===== config.mk =====
export PLATFORM = sky130hd
export DESIGN_NAME = ansi_stripping_line_assembler
export DESIGN_NICKNAME = d
export VERILOG_FILES = /design/src/rtl/aslb_pkg.sv /design/src/rtl/aslb_cmd_fifo.sv /design/src/rtl/aslb_front.sv /design/src/rtl/aslb_back.sv /design/src/rtl/ansi_stripping_line_assembler.sv
export VERILOG_INCLUDE_DIRS = /design/src /design/src/rtl
export SDC_FILE = /design/constraint.sdc
export NUM_CORES = 2
export LEC_CHECK = 0
export BUFFER_PORTS_ARGS = -buffer_cell sky130_fd_sc_hd__buf_4
export CORE_MARGIN = 5
export CORE_UTILIZATION = 30
export CTS_CLUSTER_SIZE = 10
export DETAILED_ROUTE_END_ITERATION = 10
export PLACE_DENSITY = 0.52
export SLEW_MARGIN = 20
export SYNTH_ARGS = -nofsm -noshare
export SYNTH_HDL_FRONTEND = slang
export SYNTH_MEMORY_MAX_BITS = 65536
export SYNTH_SLANG_ARGS = --single-unit

===== constraint.sdc =====
create_clock -name clk -period 3.9 [get_ports clk]
set_input_delay 0.78 -clock clk [delete_from_list [all_inputs] [get_ports clk]]
set_output_delay 0.78 -clock clk [all_outputs]
set_load 0.03 [all_outputs]

===== src/rtl/ansi_stripping_line_assembler_defines.svh =====
// Assertion macros shared by the line assembler modules.
`ifndef ANSI_STRIPPING_LINE_ASSEMBLER_DEFINES_SVH
`define ANSI_STRIPPING_LINE_ASSEMBLER_DEFINES_SVH

// The consequent must hold in the same cycle as the antecedent.
`define ASLB_ASSERT_NOW(label, ante, cons, msg) \
  label: assert property (@(posedge clk) disable iff (rst) (ante) |-> (cons)) \
    else $error(msg);

// The consequent must hold in the cycle after the antecedent.
`define ASLB_ASSERT_NEXT(label, ante, cons, msg) \
  label: assert property (@(posedge clk) disable iff (rst) (ante) |=> (cons)) \
    else $error(msg);

`endif


===== src/rtl/aslb_pkg.sv =====
// Shared constants, types and helper functions of the line assembler.
package aslb_pkg;

  localparam logic [7:0] CODE_ESC     = 8'd27;
  localparam logic [7:0] CODE_LF      = 8'd10;
  localparam logic [7:0] CODE_CR      = 8'd13;
  localparam logic [7:0] CODE_BRACKET = 8'd91;
  localparam logic [7:0] CODE_ZERO    = 8'd48;
  localparam logic [7:0] PRINT_LO     = 8'd32;
  localparam logic [7:0] PRINT_HI     = 8'd126;
  localparam logic [7:0] FINAL_LO     = 8'h40;
  localparam logic [7:0] FINAL_HI     = 8'h7E;

  localparam logic [1:0] FUNC_BYTE  = 2'd0;
  localparam logic [1:0] FUNC_TICK  = 2'd1;
  localparam logic [1:0] FUNC_ABORT = 2'd2;

  // Four line banks: one being filled, up to three owned by the back end.
  localparam int BANK_W    = 2;
  localparam int NUM_BANKS = 1 << BANK_W;

  localparam int              SILENCE_W     = 16;
  localparam logic [15:0]     SILENCE_RESET = 16'd500;

  localparam int   REG_IDX_W   = 1;
  localparam logic REG_SILENCE = 1'b0;

  typedef struct packed {
    logic [6:0] char_code;
    logic       last;
  } result_t;

  function automatic logic is_printable(input logic [7:0] v);
    return (v >= PRINT_LO) && (v <= PRINT_HI);
  endfunction

  function automatic logic is_final(input logic [7:0] v);
    return (v >= FINAL_LO) && (v <= FINAL_HI);
  endfunction

endpackage


===== src/rtl/aslb_cmd_fifo.sv =====
// Two-entry command queue between the line collector and the message walker.
`include "ansi_stripping_line_assembler_defines.svh"

module aslb_cmd_fifo #(
  parameter int W = 10
) (
  input  logic         clk,
  input  logic         rst,
  input  logic         push,
  input  logic [W-1:0] wdata,
  output logic         full,
  input  logic         pop,
  output logic [W-1:0] rdata,
  output logic         empty
);

  logic [W-1:0] slots [2];
  logic         wr_ptr;
  logic         rd_ptr;
  logic [1:0]   count;

  assign full  = (count == 2'd2);
  assign empty = (count == 2'd0);
  assign rdata = slots[rd_ptr];

  always_ff @(posedge clk) begin
    if (rst) begin
      wr_ptr <= 1'b0;
      rd_ptr <= 1'b0;
      count  <= 2'd0;
    end else begin
      if (push) begin
        wr_ptr <= ~wr_ptr;
      end
      if (pop) begin
        rd_ptr <= ~rd_ptr;
      end
      if (push && !pop) begin
        count <= count + 2'd1;
      end else if (pop && !push) begin
        count <= count - 2'd1;
      end
    end
  end

  always_ff @(posedge clk) begin
    if (push) begin
      slots[wr_ptr] <= wdata;
    end
  end

  `ASLB_ASSERT_NOW(a_no_push_full, push, !full, "command pushed into a full queue")
  `ASLB_ASSERT_NOW(a_no_pop_empty, pop, !empty, "command popped from an empty queue")
  `ASLB_ASSERT_NEXT(a_count_up, push && !pop, count == $past(count) + 2'd1,
                    "queue count did not grow on push")

endmodule


===== src/rtl/aslb_front.sv =====
// Front end: classifies incoming requests, fills the line banks, decides finalizing.
module aslb_front #(
  parameter int  LINE_DEPTH = 128,
  localparam int IW         = $clog2(LINE_DEPTH),
  localparam int CMD_W      = aslb_pkg::BANK_W + IW + 1
) (
  input  logic                                clk,
  input  logic                                rst,
  input  logic                                push,
  input  logic                                stall,
  input  logic [1:0]                          func,
  input  logic [7:0]                          byte_value,
  input  logic [aslb_pkg::SILENCE_W-1:0]      silence_limit,
  output logic                                cmd_push,
  output logic [CMD_W-1:0]                    cmd_data,
  output logic                                wr_en,
  output logic [aslb_pkg::BANK_W+IW-1:0]      wr_addr,
  output logic [7:0]                          wr_data
);
  import aslb_pkg::*;

  typedef struct packed {
    logic [BANK_W-1:0] bank;
    logic [IW-1:0]     len;
    logic              esc_line;
  } cmd_t;

  logic [IW-1:0]        fill, fill_next;
  logic [SILENCE_W-1:0] silence, silence_next;
  logic [BANK_W-1:0]    bank, bank_next;
  logic                 esc_line, esc_line_next;
  logic                 b1_bracket, b1_bracket_next;
  logic                 b2_zero, b2_zero_next;

  logic                 accept;
  logic                 byte_ok;
  logic                 finalize;
  logic [IW-1:0]        fin_len;
  logic [SILENCE_W:0]   silence_inc;
  cmd_t                 cmd;

  assign accept  = push && !stall;
  assign byte_ok = is_printable(byte_value) || (byte_value == CODE_ESC) ||
                   (byte_value == CODE_LF) || (byte_value == CODE_CR);
  assign silence_inc = {1'b0, silence} + {{SILENCE_W{1'b0}}, 1'b1};

  always_comb begin
    fill_next       = fill;
    silence_next    = silence;
    bank_next       = bank;
    esc_line_next   = esc_line;
    b1_bracket_next = b1_bracket;
    b2_zero_next    = b2_zero;
    wr_en           = 1'b0;
    finalize        = 1'b0;
    fin_len         = fill;
    if (accept) begin
      case (func)
        FUNC_BYTE: begin
          if (!byte_ok) begin
            // Unsupported byte: dropped, silence keeps counting.
          end else if ((fill == '0) && (byte_value != CODE_ESC) &&
                       !is_printable(byte_value)) begin
            // A line cannot open with CR or LF.
          end else if ((fill == IW'(1)) && esc_line && (byte_value != CODE_BRACKET)) begin
            fill_next    = '0;
            silence_next = '0;
          end else if (fill >= IW'(LINE_DEPTH - 1)) begin
            fill_next    = '0;
            silence_next = '0;
          end else begin
            wr_en        = 1'b1;
            fill_next    = fill + IW'(1);
            silence_next = '0;
            if (fill == '0) begin
              esc_line_next = (byte_value == CODE_ESC);
            end
            if (fill == IW'(1)) begin
              b1_bracket_next = (byte_value == CODE_BRACKET);
            end
            if (fill == IW'(2)) begin
              b2_zero_next = (byte_value == CODE_ZERO);
            end
            if (byte_value == CODE_LF) begin
              // An ESC line only ends on LF when it opens with ESC '[' '0'.
              if (!esc_line || ((fill >= IW'(3)) && b1_bracket && b2_zero)) begin
                finalize = 1'b1;
                fin_len  = fill + IW'(1);
              end
            end
          end
        end
        FUNC_TICK: begin
          if (fill != '0) begin
            if (silence_inc > {1'b0, silence_limit}) begin
              finalize = 1'b1;
              fin_len  = fill;
            end else begin
              silence_next = silence_inc[SILENCE_W-1:0];
            end
          end
        end
        FUNC_ABORT: begin
          fill_next    = '0;
          silence_next = '0;
        end
        default: begin
        end
      endcase
    end
    if (finalize) begin
      fill_next    = '0;
      silence_next = '0;
      bank_next    = bank + BANK_W'(1);
    end
  end

  always_comb begin
    cmd.bank     = bank;
    cmd.len      = fin_len;
    cmd.esc_line = esc_line;
  end

  assign cmd_push = finalize;
  assign cmd_data = cmd;
  assign wr_addr  = {bank, fill};
  assign wr_data  = byte_value;

  always_ff @(posedge clk) begin
    if (rst) begin
      fill       <= '0;
      silence    <= '0;
      bank       <= '0;
      esc_line   <= 1'b0;
      b1_bracket <= 1'b0;
      b2_zero    <= 1'b0;
    end else begin
      fill       <= fill_next;
      silence    <= silence_next;
      bank       <= bank_next;
      esc_line   <= esc_line_next;
      b1_bracket <= b1_bracket_next;
      b2_zero    <= b2_zero_next;
    end
  end

endmodule


===== src/rtl/aslb_back.sv =====
// Back end: line memory and the walker that strips CSI sequences and emits characters.
`include "ansi_stripping_line_assembler_defines.svh"

module aslb_back #(
  parameter int  LINE_DEPTH = 128,
  parameter int  MSG_MAX    = 64,
  localparam int IW         = $clog2(LINE_DEPTH),
  localparam int CMD_W      = aslb_pkg::BANK_W + IW + 1
) (
  input  logic                           clk,
  input  logic                           rst,
  input  logic                           cmd_valid,
  input  logic [CMD_W-1:0]               cmd_data,
  output logic                           cmd_pop,
  input  logic                           wr_en,
  input  logic [aslb_pkg::BANK_W+IW-1:0] wr_addr,
  input  logic [7:0]                     wr_data,
  input  logic                           pop,
  output logic                           empty,
  output aslb_pkg::result_t              result
);
  import aslb_pkg::*;

  localparam int KW        = $clog2(MSG_MAX + 1);
  localparam int MEM_DEPTH = NUM_BANKS * (1 << IW);

  typedef struct packed {
    logic [BANK_W-1:0] bank;
    logic [IW-1:0]     len;
    logic              esc_line;
  } cmd_t;

  typedef enum logic [1:0] {B_IDLE, B_READ, B_PROC, B_FLUSH} state_t;
  typedef enum logic [1:0] {M_NORMAL, M_AFTER_ESC, M_CSI} mode_t;

  logic [7:0] mem [MEM_DEPTH];
  logic [7:0] rd_data;

  state_t            state, state_next;
  mode_t             mode, mode_next;
  logic [BANK_W-1:0] bank, bank_next;
  logic [IW-1:0]     len, len_next;
  logic              esc_line, esc_line_next;
  logic [IW-1:0]     idx, idx_next;
  logic [KW-1:0]     kept, kept_next;
  logic              pend_valid, pend_valid_next;
  logic [6:0]        pend_char, pend_char_next;
  logic              out_valid, out_valid_next;
  result_t           out_res, out_res_next;

  cmd_t              cmd;
  logic              out_free;
  logic              advance;
  logic [IW:0]       idx_inc;
  logic [KW-1:0]     kept_inc;

  assign cmd      = cmd_t'(cmd_data);
  assign out_free = !out_valid || pop;
  assign idx_inc  = {1'b0, idx} + {{IW{1'b0}}, 1'b1};
  assign kept_inc = kept + KW'(1);
  assign empty    = !out_valid;
  assign result   = out_res;

  always_ff @(posedge clk) begin
    if (wr_en) begin
      mem[wr_addr] <= wr_data;
    end
    rd_data <= mem[{bank, idx}];
  end

  always_comb begin
    state_next      = state;
    mode_next       = mode;
    bank_next       = bank;
    len_next        = len;
    esc_line_next   = esc_line;
    idx_next        = idx;
    kept_next       = kept;
    pend_valid_next = pend_valid;
    pend_char_next  = pend_char;
    out_valid_next  = out_valid && !pop;
    out_res_next    = out_res;
    cmd_pop         = 1'b0;
    advance         = 1'b0;
    unique case (state)
      B_IDLE: begin
        if (cmd_valid) begin
          cmd_pop         = 1'b1;
          bank_next       = cmd.bank;
          len_next        = cmd.len;
          esc_line_next   = cmd.esc_line;
          idx_next        = '0;
          kept_next       = '0;
          pend_valid_next = 1'b0;
          mode_next       = M_NORMAL;
          state_next      = B_READ;
        end
      end
      B_READ: begin
        state_next = B_PROC;
      end
      B_PROC: begin
        if (mode == M_CSI) begin
          if (is_final(rd_data)) begin
            mode_next = M_NORMAL;
          end
          advance = 1'b1;
        end else if ((mode == M_AFTER_ESC) && (rd_data == CODE_BRACKET)) begin
          mode_next = M_CSI;
          advance   = 1'b1;
        end else begin
          // A lone ESC is dropped and the byte after it is taken as ordinary text.
          mode_next = M_NORMAL;
          if (esc_line && (rd_data == CODE_ESC)) begin
            mode_next = M_AFTER_ESC;
            advance   = 1'b1;
          end else if ((rd_data == CODE_CR) || (rd_data == CODE_LF)) begin
            state_next = B_FLUSH;
          end else if (is_printable(rd_data)) begin
            // The held character goes out only once we know it is not the last.
            if (!pend_valid || out_free) begin
              if (pend_valid) begin
                out_valid_next         = 1'b1;
                out_res_next.char_code = pend_char;
                out_res_next.last      = 1'b0;
              end
              pend_valid_next = 1'b1;
              pend_char_next  = rd_data[6:0];
              kept_next       = kept_inc;
              if (kept_inc == KW'(MSG_MAX)) begin
                state_next = B_FLUSH;
              end else begin
                advance = 1'b1;
              end
            end
          end else begin
            advance = 1'b1;
          end
        end
      end
      B_FLUSH: begin
        if (!pend_valid) begin
          state_next = B_IDLE;
        end else if (out_free) begin
          out_valid_next         = 1'b1;
          out_res_next.char_code = pend_char;
          out_res_next.last      = 1'b1;
          pend_valid_next        = 1'b0;
          state_next             = B_IDLE;
        end
      end
      default: begin
        state_next = B_IDLE;
      end
    endcase
    if (advance) begin
      if (idx_inc == {1'b0, len}) begin
        state_next = B_FLUSH;
      end else begin
        idx_next   = idx_inc[IW-1:0];
        state_next = B_READ;
      end
    end
  end

  always_ff @(posedge clk) begin
    if (rst) begin
      state      <= B_IDLE;
      mode       <= M_NORMAL;
      pend_valid <= 1'b0;
      out_valid  <= 1'b0;
      idx        <= '0;
      kept       <= '0;
      bank       <= '0;
      len        <= '0;
      esc_line   <= 1'b0;
    end else begin
      state      <= state_next;
      mode       <= mode_next;
      pend_valid <= pend_valid_next;
      out_valid  <= out_valid_next;
      idx        <= idx_next;
      kept       <= kept_next;
      bank       <= bank_next;
      len        <= len_next;
      esc_line   <= esc_line_next;
    end
    pend_char <= pend_char_next;
    out_res   <= out_res_next;
  end

  `ASLB_ASSERT_NOW(a_kept_below_max, state == B_PROC, kept < KW'(MSG_MAX),
                   "walker still running with a full message")
  `ASLB_ASSERT_NOW(a_idx_in_line, (state == B_READ) || (state == B_PROC), idx < len,
                   "walker index ran past the line length")
  `ASLB_ASSERT_NOW(a_pop_when_idle, cmd_pop, state == B_IDLE,
                   "command taken while a line is being walked")
  `ASLB_ASSERT_NEXT(a_start_walk, cmd_pop, (state == B_READ) && (idx == '0),
                    "walk did not start at the head of the line")

endmodule


===== src/rtl/ansi_stripping_line_assembler.sv =====
// Top level of the ANSI-stripping line assembler: register port and front/back wiring.
//
// Channel   | Handshake              | Payload
// ----------+------------------------+---------------------------------
// input     | push / full            | func, byte_value
// result    | pop / empty            | char_code, last
// config    | APB psel/penable/pready| paddr, pwdata, prdata
//
// The front end takes one request per cycle whenever full is low. A finalized
// line is walked by the back end one stored byte at a time (one registered
// memory read, then one classification step), and the walk also waits on pop
// while the result register is still occupied.
// Two finalized lines can wait in the command queue; full rises only while both
// slots are taken. Reset is synchronous and clears counters and queues; the line
// memory is not cleared and needs no clearing pass.
module ansi_stripping_line_assembler #(
  parameter int LINE_DEPTH = 128,
  parameter int MSG_MAX    = 64
) (
  input  logic                                  clk,
  input  logic                                  rst,
  // input queue
  input  logic                                  push,
  output logic                                  full,
  input  logic [1:0]                            func,
  input  logic [7:0]                            byte_value,
  // result queue
  input  logic                                  pop,
  output logic                                  empty,
  output logic [6:0]                            char_code,
  output logic                                  last,
  // configuration port
  input  logic                                  psel,
  input  logic                                  penable,
  input  logic                                  pwrite,
  input  logic [aslb_pkg::REG_IDX_W+1:0]        paddr,
  input  logic [31:0]                           pwdata,
  output logic [31:0]                           prdata,
  output logic                                  pready
);
  import aslb_pkg::*;

  localparam int IW    = $clog2(LINE_DEPTH);
  localparam int CMD_W = BANK_W + IW + 1;

  logic [SILENCE_W-1:0]  silence_limit;
  logic                  reg_hit;

  logic                  cmd_push;
  logic [CMD_W-1:0]      cmd_wdata;
  logic                  cmd_full;
  logic                  cmd_pop;
  logic [CMD_W-1:0]      cmd_rdata;
  logic                  cmd_empty;

  logic                  wr_en;
  logic [BANK_W+IW-1:0]  wr_addr;
  logic [7:0]            wr_data;

  result_t               result;

  // Register index sits above the byte offset within a 32-bit word.
  assign reg_hit = (paddr[REG_IDX_W+1:2] == REG_SILENCE);
  assign pready  = 1'b1;

  always_ff @(posedge clk) begin
    if (rst) begin
      silence_limit <= SILENCE_RESET;
    end else if (psel && penable && pwrite && pready && reg_hit) begin
      silence_limit <= pwdata[SILENCE_W-1:0];
    end
  end

  always_comb begin
    prdata = '0;
    if (reg_hit) begin
      prdata = 32'(silence_limit);
    end
  end

  // New requests are held off only while the command queue cannot take a
  // finalized line; this also keeps the bank being filled out of the walker's way.
  assign full = cmd_full;

  aslb_front #(
    .LINE_DEPTH (LINE_DEPTH)
  ) u_front (
    .clk           (clk),
    .rst           (rst),
    .push          (push),
    .stall         (cmd_full),
    .func          (func),
    .byte_value    (byte_value),
    .silence_limit (silence_limit),
    .cmd_push      (cmd_push),
    .cmd_data      (cmd_wdata),
    .wr_en         (wr_en),
    .wr_addr       (wr_addr),
    .wr_data       (wr_data)
  );

  aslb_cmd_fifo #(
    .W (CMD_W)
  ) u_cmd_fifo (
    .clk   (clk),
    .rst   (rst),
    .push  (cmd_push),
    .wdata (cmd_wdata),
    .full  (cmd_full),
    .pop   (cmd_pop),
    .rdata (cmd_rdata),
    .empty (cmd_empty)
  );

  aslb_back #(
    .LINE_DEPTH (LINE_DEPTH),
    .MSG_MAX    (MSG_MAX)
  ) u_back (
    .clk       (clk),
    .rst       (rst),
    .cmd_valid (!cmd_empty),
    .cmd_data  (cmd_rdata),
    .cmd_pop   (cmd_pop),
    .wr_en     (wr_en),
    .wr_addr   (wr_addr),
    .wr_data   (wr_data),
    .pop       (pop),
    .empty     (empty),
    .result    (result)
  );

  assign char_code = result.char_code;
  assign last      = result.last;

endmodule


==> impl_metrics.csv <==
group,metric,value,unit
setup_path,crit_type,"flip-flop to flip-flop",
setup_path,worstReg2RegEnd,"u_back.rd_data[1]",
placed_design,place_congestion,0.815,
placed_design,hpwl,288,mm
power,finalPower,106000,uW
sta,period_needed,3.84,ns
synthesis,synthTopCellsByCount,"edfxtp_1 (4131), mux2i_1 (945), nor2_1 (617), mux4_2 (606), clkbuf_1 (287)",
clock_tree,cts_tree,"yes",
setup_path,r2r_setup_slack,0.06,ns
setup_path,path_max_fanout,21,
layout,drive_above_1_share,0.239,
worst_hold_path,worstHoldStart,"byte_value[1]",
detailed_routing,dr_total_vias,85800,
sta,finalSetupViolations,0,
clock_tree,cts-root-buf,"clkbuf_16",
clock_tree,clock_path_buffers,4,
setup_path,cp_data_required_time,4.85,ns
power,peakVddDrop,0.413,mV
detailed_routing,drt_iter0_drc,8065,
clock_tree,cts_buffers,471,
outcome,status,"complete, no violations",
synthesis,synth_top_area_share,0.753,
setup_path,start_kind,"flip-flop",
detailed_routing,drc,0,
detailed_routing,wl,453,mm
setup_path,worstPathArrival,4.79,ns
worst_hold_path,hold_end,"u_back.mem[284][1]",
synthesis,async_reset_ff_frac,0,
floorplan,rows,272,
sta,period_share,0.986,
floorplan,dieArea,564000,um2
setup_path,reg2reg_depth,9,
setup_path,end_kind,"flip-flop",
layout,final_nets,9752,
floorplan,ioPinCount,95,
detailed_routing,detail-route-antenna-nets,0,
sta,tightest_slew,1.20,ns
sta,rsz0062_at_grt,"true",
worst_hold_path,hold_class,"primary input to flip-flop",
sta,finClkSkew,0.0563,ns
synthesis,synth_most_common_cell,"edfxtp_1",
flow_run,drv_cap,0,
power,leakage,0.0599,uW
synthesis,ys_seq_elements,4217,
synthesis,synth-edff-count,4131,
placed_design,dpl_cell_area,181000,um2
floorplan,dieHeight,751,um
floorplan,core-area,548000,um2
layout,final_util,0.355,
synthesis,ys_types,75,
detailed_routing,wire_per_inst,26.5,um
power,pwr_density_cell,545,nW/um2
global_route,grt_start_max_net_pins,166,
setup_path,reg2reg_from,"u_back.idx[3]",
detailed_routing,first_pass_iters,6,
sta,fmax,260,MHz
synthesis,netlist_top_cells_area,"edfxtp_1 (75%), mux4_2 (8.3%), mux2i_1 (5.7%)",
sta,whs,0.108,ns
clock_tree,htreeDepth,5,
clock_tree,clock_latency,1.01,ns
synthesis,ys_dominant_reg_cell,"edfxtp_1",
layout,area_delta_synth_final,18.2,%
sta,drv_slew,0,
floorplan,die_x,751,um
global_route,antenna_found_initial,24,
worst_hold_path,min_path_cells,1,
synthesis,netlist_instances,8543,
synthesis,synth_top_area_cell,"edfxtp_1",
global_route,grt_pass1_wl,645,mm
sta,hold_viol,0,
synthesis,seq_area_frac_synth,0.763,
floorplan,initial_core_util,0.301,
synthesis,synth_area,165000,um2
synthesis,ys_warn_count,0,
clock_tree,clk_pin_slew_worst_paths,0.06,ns
clock_tree,cts.sinks,4217,
placed_design,io_buffers,59,
detailed_routing,viasPerCell,5.01,
sta,max-slew-margin-rel,0.199,
layout,fin_area,195000,um2
global_route,grt-ovfl-total,0,
global_route,grt_use_total,0.156,
synthesis,postSynthAreaPerCell,19.3,um2
global_route,grt_pass1_vias,88200,
[cell usage in the layout (no fill, tap or decap), types with 64 or more instances in the layout]
cell       count
a221oi_1      99
clkbuf_16    478
a22oi_1      272
buf_4       1017
mux2i_1      945
nand2_1      106
nor2_1       612
nor3_1        64
a21oi_1      132
dfxtp_1       80
edfxtp_1    4131
nand3_1      106
mux4_2       606
buf_12       109
clkbuf_1     115
o22ai_1      192
[logic make-up after synthesis]
group | share of synthesized area
and+or+nand+nor | 0.0313
AOI/OAI and AO/OA | 0.0423
DFF | 0.763
muxes | 0.140
xor gates and xnor gates | 0.00154
adders and majority gates | 0.00243
other | 0.0000456
buffers and inverters | 0.0185
[sequential cells by signal (all words and copies together) (netlist names), 2 cells and up]
signal and count:
silence_limit 16, u_back.bank 2, u_back.idx 7, u_back.kept 7, u_back.len 7, u_back.mem 4096, u_back.mode 2, u_back.pend_char 7
u_back.rd_data 8, u_back.result 8, u_back.state 2, u_cmd_fifo.count 2, u_cmd_fifo.slots 20, u_front.bank 2, u_front.fill 7, u_front.silence 16
[worst max path at each step]
stage / startpoint / slack, ns / end
floorplan: u_front.silence[0] / 0.03 / u_cmd_fifo.count[1]
global placement: u_front.silence[1] / -0.43 / u_cmd_fifo.count[1]
detailed placement: byte_value[0] / -0.14 / u_back.mem[9][7]
CTS: u_front.silence[1] / 0.006 / u_cmd_fifo.count[1]
global route: u_front.silence[0] / -0.03 / u_cmd_fifo.count[1]
finish: u_back.idx[3] / 0.06 / u_back.rd_data[1]
[area by class of cell]
| cell class | count | area [um2] |
|---|---|---|
| inverter | 40 | 150 |
| timing repair buffer | 1152 | 10100 |
| antenna | 20 | 50.0 |
| fill | 50600 | 353000 |
| multi-input combinational | 3786 | 36500 |
| sequential | 4217 | 126000 |
| clock buffer | 599 | 12500 |
| clock inverter | 37 | 515 |
| tap | 7261 | 9080 |
[metal layers]
metal,global-route usage,up-vias,part of all wire
met5,0,-,0.00011
li1,-,37000,-
met4,0.0430,8,0.026
met1,0.211,45400,0.42
met2,0.265,2707,0.49
met3,0.0213,604,0.057
[repair_timing]
| item | in CTS | in global routing |
|---|---|---|
| endpoints found under the hold margin | 16 | 0 |
| pin swaps | 1 | 8 |
| setup endpoints to repair | 5 | 26 |
| setup buffers | 4 | 1 |
| hold buffers | 16 | 0 |
| gates resized for setup | 5 | 23 |
[report_power, final]
group	switching [uW]	internal (uW)	total, uW
registers	253	50000	50200
logic	9150	7890	17000
clock network	16700	22000	38800
total	26100	79900	106000
[through the flow]
step                setup TNS (ns)  setup WS, ns  std cells
detailed placement          -12.39        -0.145      16400
finish                           0        0.0561      17100
global placement            -13.72        -0.428      16400
floorplan                        0        0.0326       8590
CTS                              0       0.00554      17100
global route               -0.0265       -0.0265      17100
[critical path, cell delays in order (launching register included)]
cell	delay [ns]
dfxtp_4	0.41
nor2b_1	0.92
nand2_4	0.50
buf_4	0.37
o221ai_1	0.28
nor3_1	0.11
buf_4	0.17
a31oi_1	0.60
or4_1	0.22
and4_1	0.18
Power figures use the tool's default switching activity.
